===== config.mk =====
export PLATFORM = sky130hd
export DESIGN_NAME = lfu_cache_table
export DESIGN_NICKNAME = d
export VERILOG_FILES = /design/src/rtl/lfu_pkg.sv /design/src/rtl/lfu_cache_table.sv /design/src/rtl/lfu_cell.sv
export SDC_FILE = /design/constraint.sdc
export NUM_CORES = 2
export LEC_CHECK = 0
export BUFFER_PORTS_ARGS = -buffer_cell sky130_fd_sc_hd__buf_2
export CORE_ASPECT_RATIO = 1.25
export CORE_MARGIN = 2
export CORE_UTILIZATION = 40
export DETAILED_ROUTE_END_ITERATION = 12
export PLACE_DENSITY_LB_ADDON = 0.25
export SYNTH_ARGS = -nofsm -noshare
export SYNTH_HDL_FRONTEND = slang
export SYNTH_SLANG_ARGS = --single-unit

===== constraint.sdc =====
create_clock -name clk -period 12.7 [get_ports clk]
set_clock_uncertainty 0.15 [all_clocks]
set_input_delay 3.81 -clock clk [delete_from_list [all_inputs] [get_ports clk]]
set_output_delay 3.81 -clock clk [all_outputs]
set_load 0.03 [all_outputs]

===== src/rtl/lfu_pkg.sv =====
// Shared constants and types for the LFU cache table.
package lfu_pkg;

	localparam int ENTRIES = 16;
	localparam int IDX_W   = $clog2(ENTRIES);
	localparam int OCC_W   = $clog2(ENTRIES + 1);
	localparam int KEY_W   = 16;
	localparam int VAL_W   = 16;
	localparam int CNT_W   = 16;
	localparam int CAP_W   = 5;
	localparam logic [CAP_W-1:0] CAP_RESET = CAP_W'(ENTRIES);
	localparam logic [CNT_W-1:0] CNT_MAX   = {CNT_W{1'b1}};

	localparam logic [2:0] OP_NOP    = 3'd0;
	localparam logic [2:0] OP_TOUCH  = 3'd1;
	localparam logic [2:0] OP_UPDATE = 3'd2;
	localparam logic [2:0] OP_EVICT  = 3'd3;
	localparam logic [2:0] OP_INSERT = 3'd4;

	typedef struct packed {
		logic [2:0]       op;
		logic [IDX_W-1:0] tgt;
		logic [IDX_W-1:0] ref_rank;
		logic [IDX_W-1:0] new_rank;
		logic [KEY_W-1:0] key;
		logic [VAL_W-1:0] val;
	} cell_cmd_t;

	typedef struct packed {
		logic             valid;
		logic             match;
		logic [VAL_W-1:0] val;
		logic [CNT_W-1:0] cnt;
		logic [IDX_W-1:0] rank;
	} cell_stat_t;

endpackage


===== src/rtl/lfu_cache_table.sv =====
// Top level: LFU cache table with LRU tie break over a row of entry cells.
// Get, put hit, ignored put: accept in IDLE, lookup in LOOK, result registered to the output from OUT.
// Put miss with room adds an INS state between LOOK and OUT.
// Put miss on a full table also adds a victim SCAN over all ENTRIES cells plus an EVICT state.
// A new transaction is accepted only in IDLE, after the previous result has left OUT; output stalls hold OUT.
// arst_n clears all valid marks, occupancy, control and sets capacity to ENTRIES.
module lfu_cache_table (
	input  logic        clk,
	input  logic        arst_n,
	input  logic        cfg_we,
	input  logic [4:0]  cfg_wdata,
	input  logic        s_tvalid,
	output logic        s_tready,
	input  logic [31:0] s_tdata,   // lookup_key[15:0], write_value[31:16]
	input  logic [0:0]  s_tuser,   // mode
	output logic        m_tvalid,
	input  logic        m_tready,
	output logic [15:0] m_tdata,   // read_value
	output logic [0:0]  m_tuser    // hit
);

	localparam logic [2:0] S_IDLE  = 3'd0;
	localparam logic [2:0] S_LOOK  = 3'd1;
	localparam logic [2:0] S_SCAN  = 3'd2;
	localparam logic [2:0] S_EVICT = 3'd3;
	localparam logic [2:0] S_INS   = 3'd4;
	localparam logic [2:0] S_OUT   = 3'd5;

	localparam int N = lfu_pkg::ENTRIES;

	logic [2:0]                    state_q;
	logic [lfu_pkg::CAP_W-1:0]     cap_q;
	logic [lfu_pkg::OCC_W-1:0]     occ_q;
	logic                          mode_q;
	logic [lfu_pkg::KEY_W-1:0]     key_q;
	logic [lfu_pkg::VAL_W-1:0]     wval_q;
	logic                          hit_q;
	logic [lfu_pkg::VAL_W-1:0]     rval_q;
	logic [lfu_pkg::IDX_W-1:0]     scan_q;
	logic                          have_q;
	logic [lfu_pkg::IDX_W-1:0]     best_idx_q;
	logic [lfu_pkg::CNT_W-1:0]     best_cnt_q;
	logic [lfu_pkg::IDX_W-1:0]     best_rank_q;
	logic                          mvalid_q;
	logic [lfu_pkg::VAL_W-1:0]     mdata_q;
	logic                          mhit_q;

	lfu_pkg::cell_cmd_t            cmd;
	lfu_pkg::cell_stat_t           stat [N];
	logic [N:0]                    free_chain;

	logic                          found;
	logic [lfu_pkg::IDX_W-1:0]     hit_idx;
	logic [lfu_pkg::VAL_W-1:0]     hit_val;
	logic [lfu_pkg::IDX_W-1:0]     hit_rank;
	logic [lfu_pkg::OCC_W-1:0]     cap_eff;
	logic                          full;
	logic                          better;
	lfu_pkg::cell_stat_t           sc;

	assign free_chain[0] = 1'b0;

	for (genvar g = 0; g < N; g++) begin : g_cell
		lfu_cell u_cell (
			.clk        (clk),
			.arst_n     (arst_n),
			.idx        (lfu_pkg::IDX_W'(g)),
			.lookup_key (key_q),
			.cmd        (cmd),
			.free_in    (free_chain[g]),
			.free_out   (free_chain[g+1]),
			.stat       (stat[g])
		);
	end

	// keys are unique among valid cells, so an OR of matches suffices
	always_comb begin
		found    = 1'b0;
		hit_idx  = '0;
		hit_val  = '0;
		hit_rank = '0;
		for (int i = 0; i < N; i++) begin
			if (stat[i].match) begin
				found    = 1'b1;
				hit_idx  = lfu_pkg::IDX_W'(i);
				hit_val  = stat[i].val;
				hit_rank = stat[i].rank;
			end
		end
	end

	assign cap_eff = (cap_q > lfu_pkg::CAP_W'(N)) ? lfu_pkg::OCC_W'(N)
	                                              : lfu_pkg::OCC_W'(cap_q);
	assign full    = (occ_q >= cap_eff) && (occ_q != '0);
	assign sc      = stat[scan_q];
	assign better  = sc.valid && (!have_q || (sc.cnt < best_cnt_q) ||
	                 ((sc.cnt == best_cnt_q) && (sc.rank < best_rank_q)));

	always_comb begin
		cmd          = '0;
		cmd.op       = lfu_pkg::OP_NOP;
		cmd.key      = key_q;
		cmd.val      = wval_q;
		cmd.new_rank = lfu_pkg::IDX_W'(occ_q - 1'b1);
		case (state_q)
			S_LOOK: begin
				cmd.tgt      = hit_idx;
				cmd.ref_rank = hit_rank;
				if (found && !mode_q) cmd.op = lfu_pkg::OP_TOUCH;
				else if (found && cap_eff != '0) cmd.op = lfu_pkg::OP_UPDATE;
			end
			S_EVICT: begin
				cmd.op       = lfu_pkg::OP_EVICT;
				cmd.tgt      = best_idx_q;
				cmd.ref_rank = best_rank_q;
			end
			S_INS: begin
				cmd.op       = lfu_pkg::OP_INSERT;
				cmd.new_rank = lfu_pkg::IDX_W'(occ_q);
			end
			default: ;
		endcase
	end

	assign s_tready = (state_q == S_IDLE);
	assign m_tvalid = mvalid_q;
	assign m_tdata  = mdata_q;
	assign m_tuser  = mhit_q;

	always_ff @(posedge clk or negedge arst_n) begin
		if (!arst_n) begin
			state_q  <= S_IDLE;
			cap_q    <= lfu_pkg::CAP_RESET;
			occ_q    <= '0;
			scan_q   <= '0;
			have_q   <= 1'b0;
			mvalid_q <= 1'b0;
		end else begin
			if (cfg_we) cap_q <= cfg_wdata;
			if (state_q == S_OUT && (!mvalid_q || m_tready)) mvalid_q <= 1'b1;
			else if (mvalid_q && m_tready) mvalid_q <= 1'b0;
			case (state_q)
				S_IDLE: if (s_tvalid) state_q <= S_LOOK;
				S_LOOK: begin
					scan_q <= '0;
					have_q <= 1'b0;
					if (!mode_q || found || cap_eff == '0) state_q <= S_OUT;
					else if (full) state_q <= S_SCAN;
					else state_q <= S_INS;
				end
				S_SCAN: begin
					if (better) have_q <= 1'b1;
					scan_q <= scan_q + 1'b1;
					if (scan_q == lfu_pkg::IDX_W'(N - 1)) state_q <= S_EVICT;
				end
				S_EVICT: begin
					if (have_q) occ_q <= occ_q - 1'b1;
					state_q <= S_INS;
				end
				S_INS: begin
					if (free_chain[N]) occ_q <= occ_q + 1'b1;
					state_q <= S_OUT;
				end
				S_OUT: begin
					if (!mvalid_q || m_tready) state_q <= S_IDLE;
				end
				default: state_q <= S_IDLE;
			endcase
		end
	end

	always_ff @(posedge clk) begin
		if (state_q == S_IDLE && s_tvalid) begin
			mode_q <= s_tuser[0];
			key_q  <= s_tdata[15:0];
			wval_q <= s_tdata[31:16];
		end
		if (state_q == S_LOOK) begin
			hit_q  <= found && (!mode_q || cap_eff != '0);
			rval_q <= (found && !mode_q) ? hit_val : '0;
		end
		if (state_q == S_SCAN && better) begin
			best_idx_q  <= scan_q;
			best_cnt_q  <= sc.cnt;
			best_rank_q <= sc.rank;
		end
		if (state_q == S_OUT && (!mvalid_q || m_tready)) begin
			mdata_q <= rval_q;
			mhit_q  <= hit_q;
		end
	end

endmodule


===== src/rtl/lfu_cell.sv =====
// One cache entry: key, value, use count and recency rank.
module lfu_cell (
	input  logic                          clk,
	input  logic                          arst_n,
	input  logic [lfu_pkg::IDX_W-1:0]     idx,
	input  logic [lfu_pkg::KEY_W-1:0]     lookup_key,
	input  lfu_pkg::cell_cmd_t            cmd,
	input  logic                          free_in,
	output logic                          free_out,
	output lfu_pkg::cell_stat_t           stat
);

	logic                        valid_q;
	logic [lfu_pkg::KEY_W-1:0]   key_q;
	logic [lfu_pkg::VAL_W-1:0]   val_q;
	logic [lfu_pkg::CNT_W-1:0]   cnt_q;
	logic [lfu_pkg::IDX_W-1:0]   rank_q;
	logic                        is_tgt;
	logic                        claim;
	logic                        unlink;

	assign is_tgt   = (cmd.tgt == idx);
	// first free cell in the row claims an insert
	assign claim    = !valid_q && !free_in;
	assign free_out = free_in || !valid_q;
	assign unlink   = valid_q && !is_tgt && (rank_q > cmd.ref_rank);

	assign stat.valid = valid_q;
	assign stat.match = valid_q && (key_q == lookup_key);
	assign stat.val   = val_q;
	assign stat.cnt   = cnt_q;
	assign stat.rank  = rank_q;

	always_ff @(posedge clk or negedge arst_n) begin
		if (!arst_n) begin
			valid_q <= 1'b0;
		end else begin
			case (cmd.op)
				lfu_pkg::OP_EVICT:  if (is_tgt) valid_q <= 1'b0;
				lfu_pkg::OP_INSERT: if (claim) valid_q <= 1'b1;
				default: ;
			endcase
		end
	end

	always_ff @(posedge clk) begin
		case (cmd.op)
			lfu_pkg::OP_TOUCH, lfu_pkg::OP_UPDATE: begin
				if (is_tgt) begin
					rank_q <= cmd.new_rank;
					if (cnt_q != lfu_pkg::CNT_MAX) cnt_q <= cnt_q + 1'b1;
					if (cmd.op == lfu_pkg::OP_UPDATE) val_q <= cmd.val;
				end else if (unlink) begin
					rank_q <= rank_q - 1'b1;
				end
			end
			lfu_pkg::OP_EVICT: begin
				if (unlink) rank_q <= rank_q - 1'b1;
			end
			lfu_pkg::OP_INSERT: begin
				if (claim) begin
					key_q  <= cmd.key;
					val_q  <= cmd.val;
					cnt_q  <= lfu_pkg::CNT_W'(1);
					rank_q <= cmd.new_rank;
				end
			end
			default: ;
		endcase
	end

endmodule


==> flow_metrics.tcl <==
set metrics [dict create \
    clockPowerShare_pct 29.3 \
    worst_ep_arrival_time_ns 7.46 \
    cts_tree "built" \
    min_period_over_period_pct 56.9 \
    grt_first_pass_wirelength_microns 210000 \
    clkSlewWorstSetupHoldPaths_ns 0.06 \
    crit_path_start_kind "flip-flop" \
    insertion_delay_ns 0.73 \
    placementRows 144 \
    antenna_found_initial 1 \
    synth-main-ff-cell "edfxtp_1" \
    drc_errors 0 \
    syn-num-nets 4301 \
    multi_input_comb_area_sq_um 20300 \
    drive_above_1_share_pct 11.7 \
    synth-async-reset-ratio_pct 3.65 \
    initial_core_util_pct 40.4 \
    synth_area_leaders "edfxtp_1 (56%), xor2_1 (4.9%), mux4_2 (4.7%)" \
    p_per_area_nw_per_um2 188 \
    yosys_register_bits 958 \
    design.core.area_sq_um 124000 \
    ant_nets 0 \
    syn_area_sq_um 49900 \
    die_h_microns 399 \
    slew_viol_final 0 \
    relSlewSlack_pct 20.4 \
    wire_per_inst_microns 23.9 \
    setup_viol 0 \
    maxCapViolations 0 \
    synth_edf_count 923 \
    critPathMaxFanout 32 \
    numCtsBuffers 101 \
    grt_max_degree 101 \
    crit_path_end_kind "flip-flop" \
    ctsLongestPathBuffers 3 \
    post-route-min-period_ns 7.23 \
    final_cell_mix "edfxtp_1 (923), nor2_1 (354), nand2_1 (335), xor2_1 (280), xnor2_1 (220)" \
    num_antenna_cells 0 \
    routed-via-count 34000 \
    postSynthAreaPerCell_sq_um 12.1 \
    drt_iter0_markers 2901 \
    p_leak_nw 18.5 \
    post_cts_buffers 0 \
    vdd_drop_max_mv 0.126 \
    worstHoldPathType "reg2reg" \
    n_fill_cell 11200 \
    slowest_delay_ns 0.88 \
    yosys.area.top_type "edfxtp_1" \
    nets 4352 \
    cts-resized-gates 0 \
    hold_buffers 0 \
    root_buffer "clkbuf_16" \
    crit_buf_inv 2 \
    synth_top_area_share_pct 55.5 \
    cts_sinks 958 \
    yosys_warnings 0 \
    htree_levels 3 \
    layout_commonest_cell "edfxtp_1" \
    dr.pass1.iters 6 \
    io_pins 62 \
    area_growth_pct 11.6 \
    finalPower_mw 10.5 \
    globalplace.congestion 0.930 \
    cp.required_ns 12.93 \
    grt_use_total_pct 21.7 \
    netSwitchingFraction_pct 33.8 \
    slowest_stage "a21o_1" \
    path_delay_family "simple AND/OR/NAND/NOR gates" \
    pre_cts_ws_ns 5.61 \
    crit_chain "buf_4, xor2_1, or4bb_1, nor4_4, buf_4, and2_1, nor3b_1, o21ai_0, a21oi_1, o41ai_1, a21oi_1, o31ai_1, a21o_1, ha_1, nand4_1, nand2_1, nor2_1, nor4b_1, xor2_1, a21boi_0, o221ai_1" \
    seqCellArea_sq_um 28600 \
    wl_microns 140000 \
    finalWorstSetupSlack_ns 5.47 \
    dieArea_sq_um 128000 \
    status "complete, no violations" \
    switching_power_mw 3.54 \
    rsz0062_at_grt "no" \
    power_frac_seq_pct 44.1 \
    max_slew.worst_pin.slew_ns 1.19 \
    worstSetupPathType "reg2reg" \
    synthDistinctLibCells 85 \
    dp_hpwl_microns 94800 \
    intPower_mw 6.94 \
    fmax_ghz 0.138 \
    overflow 0 \
    setup_tns_ns 0 \
    syn_inst 4132 \
    grt_pass1_vias 33600 \
    hold_viol 0 \
    die_w_microns 320 \
    p_comb_share_pct 26.6 \
    viasPerCell 5.80 \
    port_buffers 61 \
    seq_area_frac_synth_pct 57.3 \
]
==> cells in the mapped netlist (all sizes together), types with 15 or more instances <==
| cell type | count |
|---|---|
| nor3 | 49 |
| or3 | 45 |
| inv | 96 |
| a31oi | 21 |
| a21boi | 17 |
| buf | 72 |
| or4 | 24 |
| edfxtp | 923 |
| o21ai | 176 |
| nor2b | 38 |
| nand4 | 72 |
| o221ai | 32 |
| nor4b | 15 |
| nor2 | 356 |
| nand2b | 37 |
| nand2 | 337 |
| a211oi | 30 |
| and2 | 33 |
| a221oi | 21 |
| xor2 | 280 |
| o21bai | 16 |
| nor4 | 65 |
| mux2i | 41 |
| mux4 | 105 |
| o211ai | 31 |
| clkbuf | 139 |
| dfrtp | 34 |
| and3 | 80 |
| ha | 126 |
| nand3 | 197 |
| a21oi | 208 |
| xnor2 | 220 |
==> logic make-up (layout without fill, tap and decap cells) <==
logic type,count (synthesis),after routing,synth area share (%)
adders and majority gates,126,126,3.16
xor gates and xnor gates,500,500,8.77
DFF,958,958,57.3
AOI/OAI and AO/OA,678,678,8.61
and+or+nand+nor,1408,1408,14.0
muxes,155,155,5.77
buffers and inverters,307,441,2.44
==> flip-flops by register name, summed over array words and instances (netlist names), 5 cells and up <==
register               cells
wval_q                    16
g_cell.u_cell.cnt_q      256
m_tdata                   16
cap_q                      5
occ_q                      5
g_cell.u_cell.key_q      256
rval_q                    16
g_cell.u_cell.rank_q      64
g_cell.u_cell.valid_q     16
g_cell.u_cell.val_q      256
best_cnt_q                16
key_q                     16
==> through the flow <==
stage          hold slack (ns)  util, %  instances  cell area (sq um)
3_3_place_gp             0.251     42.4       5686              52400
3_5_place_dp             0.255     42.4       5686              52400
4_1_cts                  0.271     45.1       5872              55700
2_1_floorplan            0.250        -       4132              49900
5_1_grt                  0.277     45.1       5872              55700
6_report                 0.269     45.1       5872              55700
==> layer usage <==
layer  GRT usage (%)  vias up  routed length (microns)  part of all wire, %
li1                -    15600                        -                    -
met1            27.7    16900                    57600                   41
met2            36.8     1163                    68000                   49
met3            2.86      308                     8190                  5.8
met4            10.0        2                     6310                  4.5
met5               0        -                       11               0.0078
==> path summary, 6_finish.rpt <==
path / start / to / slack (ns) / cells after the start
min in group asynchronous: arst_n / g_cell[1].u_cell.valid_q / 3.01 / 2
max: key_q[6] / g_cell[12].u_cell.rank_q[3] / 5.47 / 21
min: rval_q[9] / m_tdata[9] / 0.27 / 0
max reg2reg: key_q[6] / g_cell[12].u_cell.rank_q[3] / 5.47 / 21
min reg2reg: rval_q[9] / m_tdata[9] / 0.27 / 0
max in group asynchronous: arst_n / scan_q[1] / 8.76 / 2
==> cell type report <==
type / count / area share (%)
clock buffer: 124 / 4.74
clock inverter: 62 / 1.31
inverter: 96 / 0.660
multi-input combinational: 2867 / 36.5
sequential: 958 / 51.3
tap: 1606 / 3.61
timing repair buffer: 159 / 1.87
==> worst reg2reg max path: cells and delay by family, from the launching register on <==
family	cells	cell delay (ns)
flip-flops	1	0.33
adder cells (fa/ha/maj)	1	0.40
buffers and inverters	2	0.71
AND/OR/NAND/NOR	8	2.62
AO/OA/AOI/OAI	8	2.37
XOR/XNOR	2	0.31
==> power by group through the flow <==
stage	registers [mW]	clock network [mW]	logic, mW
after floorplan	4.55	0	1.86
after global placement	4.67	0	2.71
after detailed placement	4.68	0	2.77
after CTS	4.62	3.13	2.78
after global routing	4.67	3.24	3.02
final	4.62	3.07	2.79
Note: power is estimated with default switching activity, not from simulation.
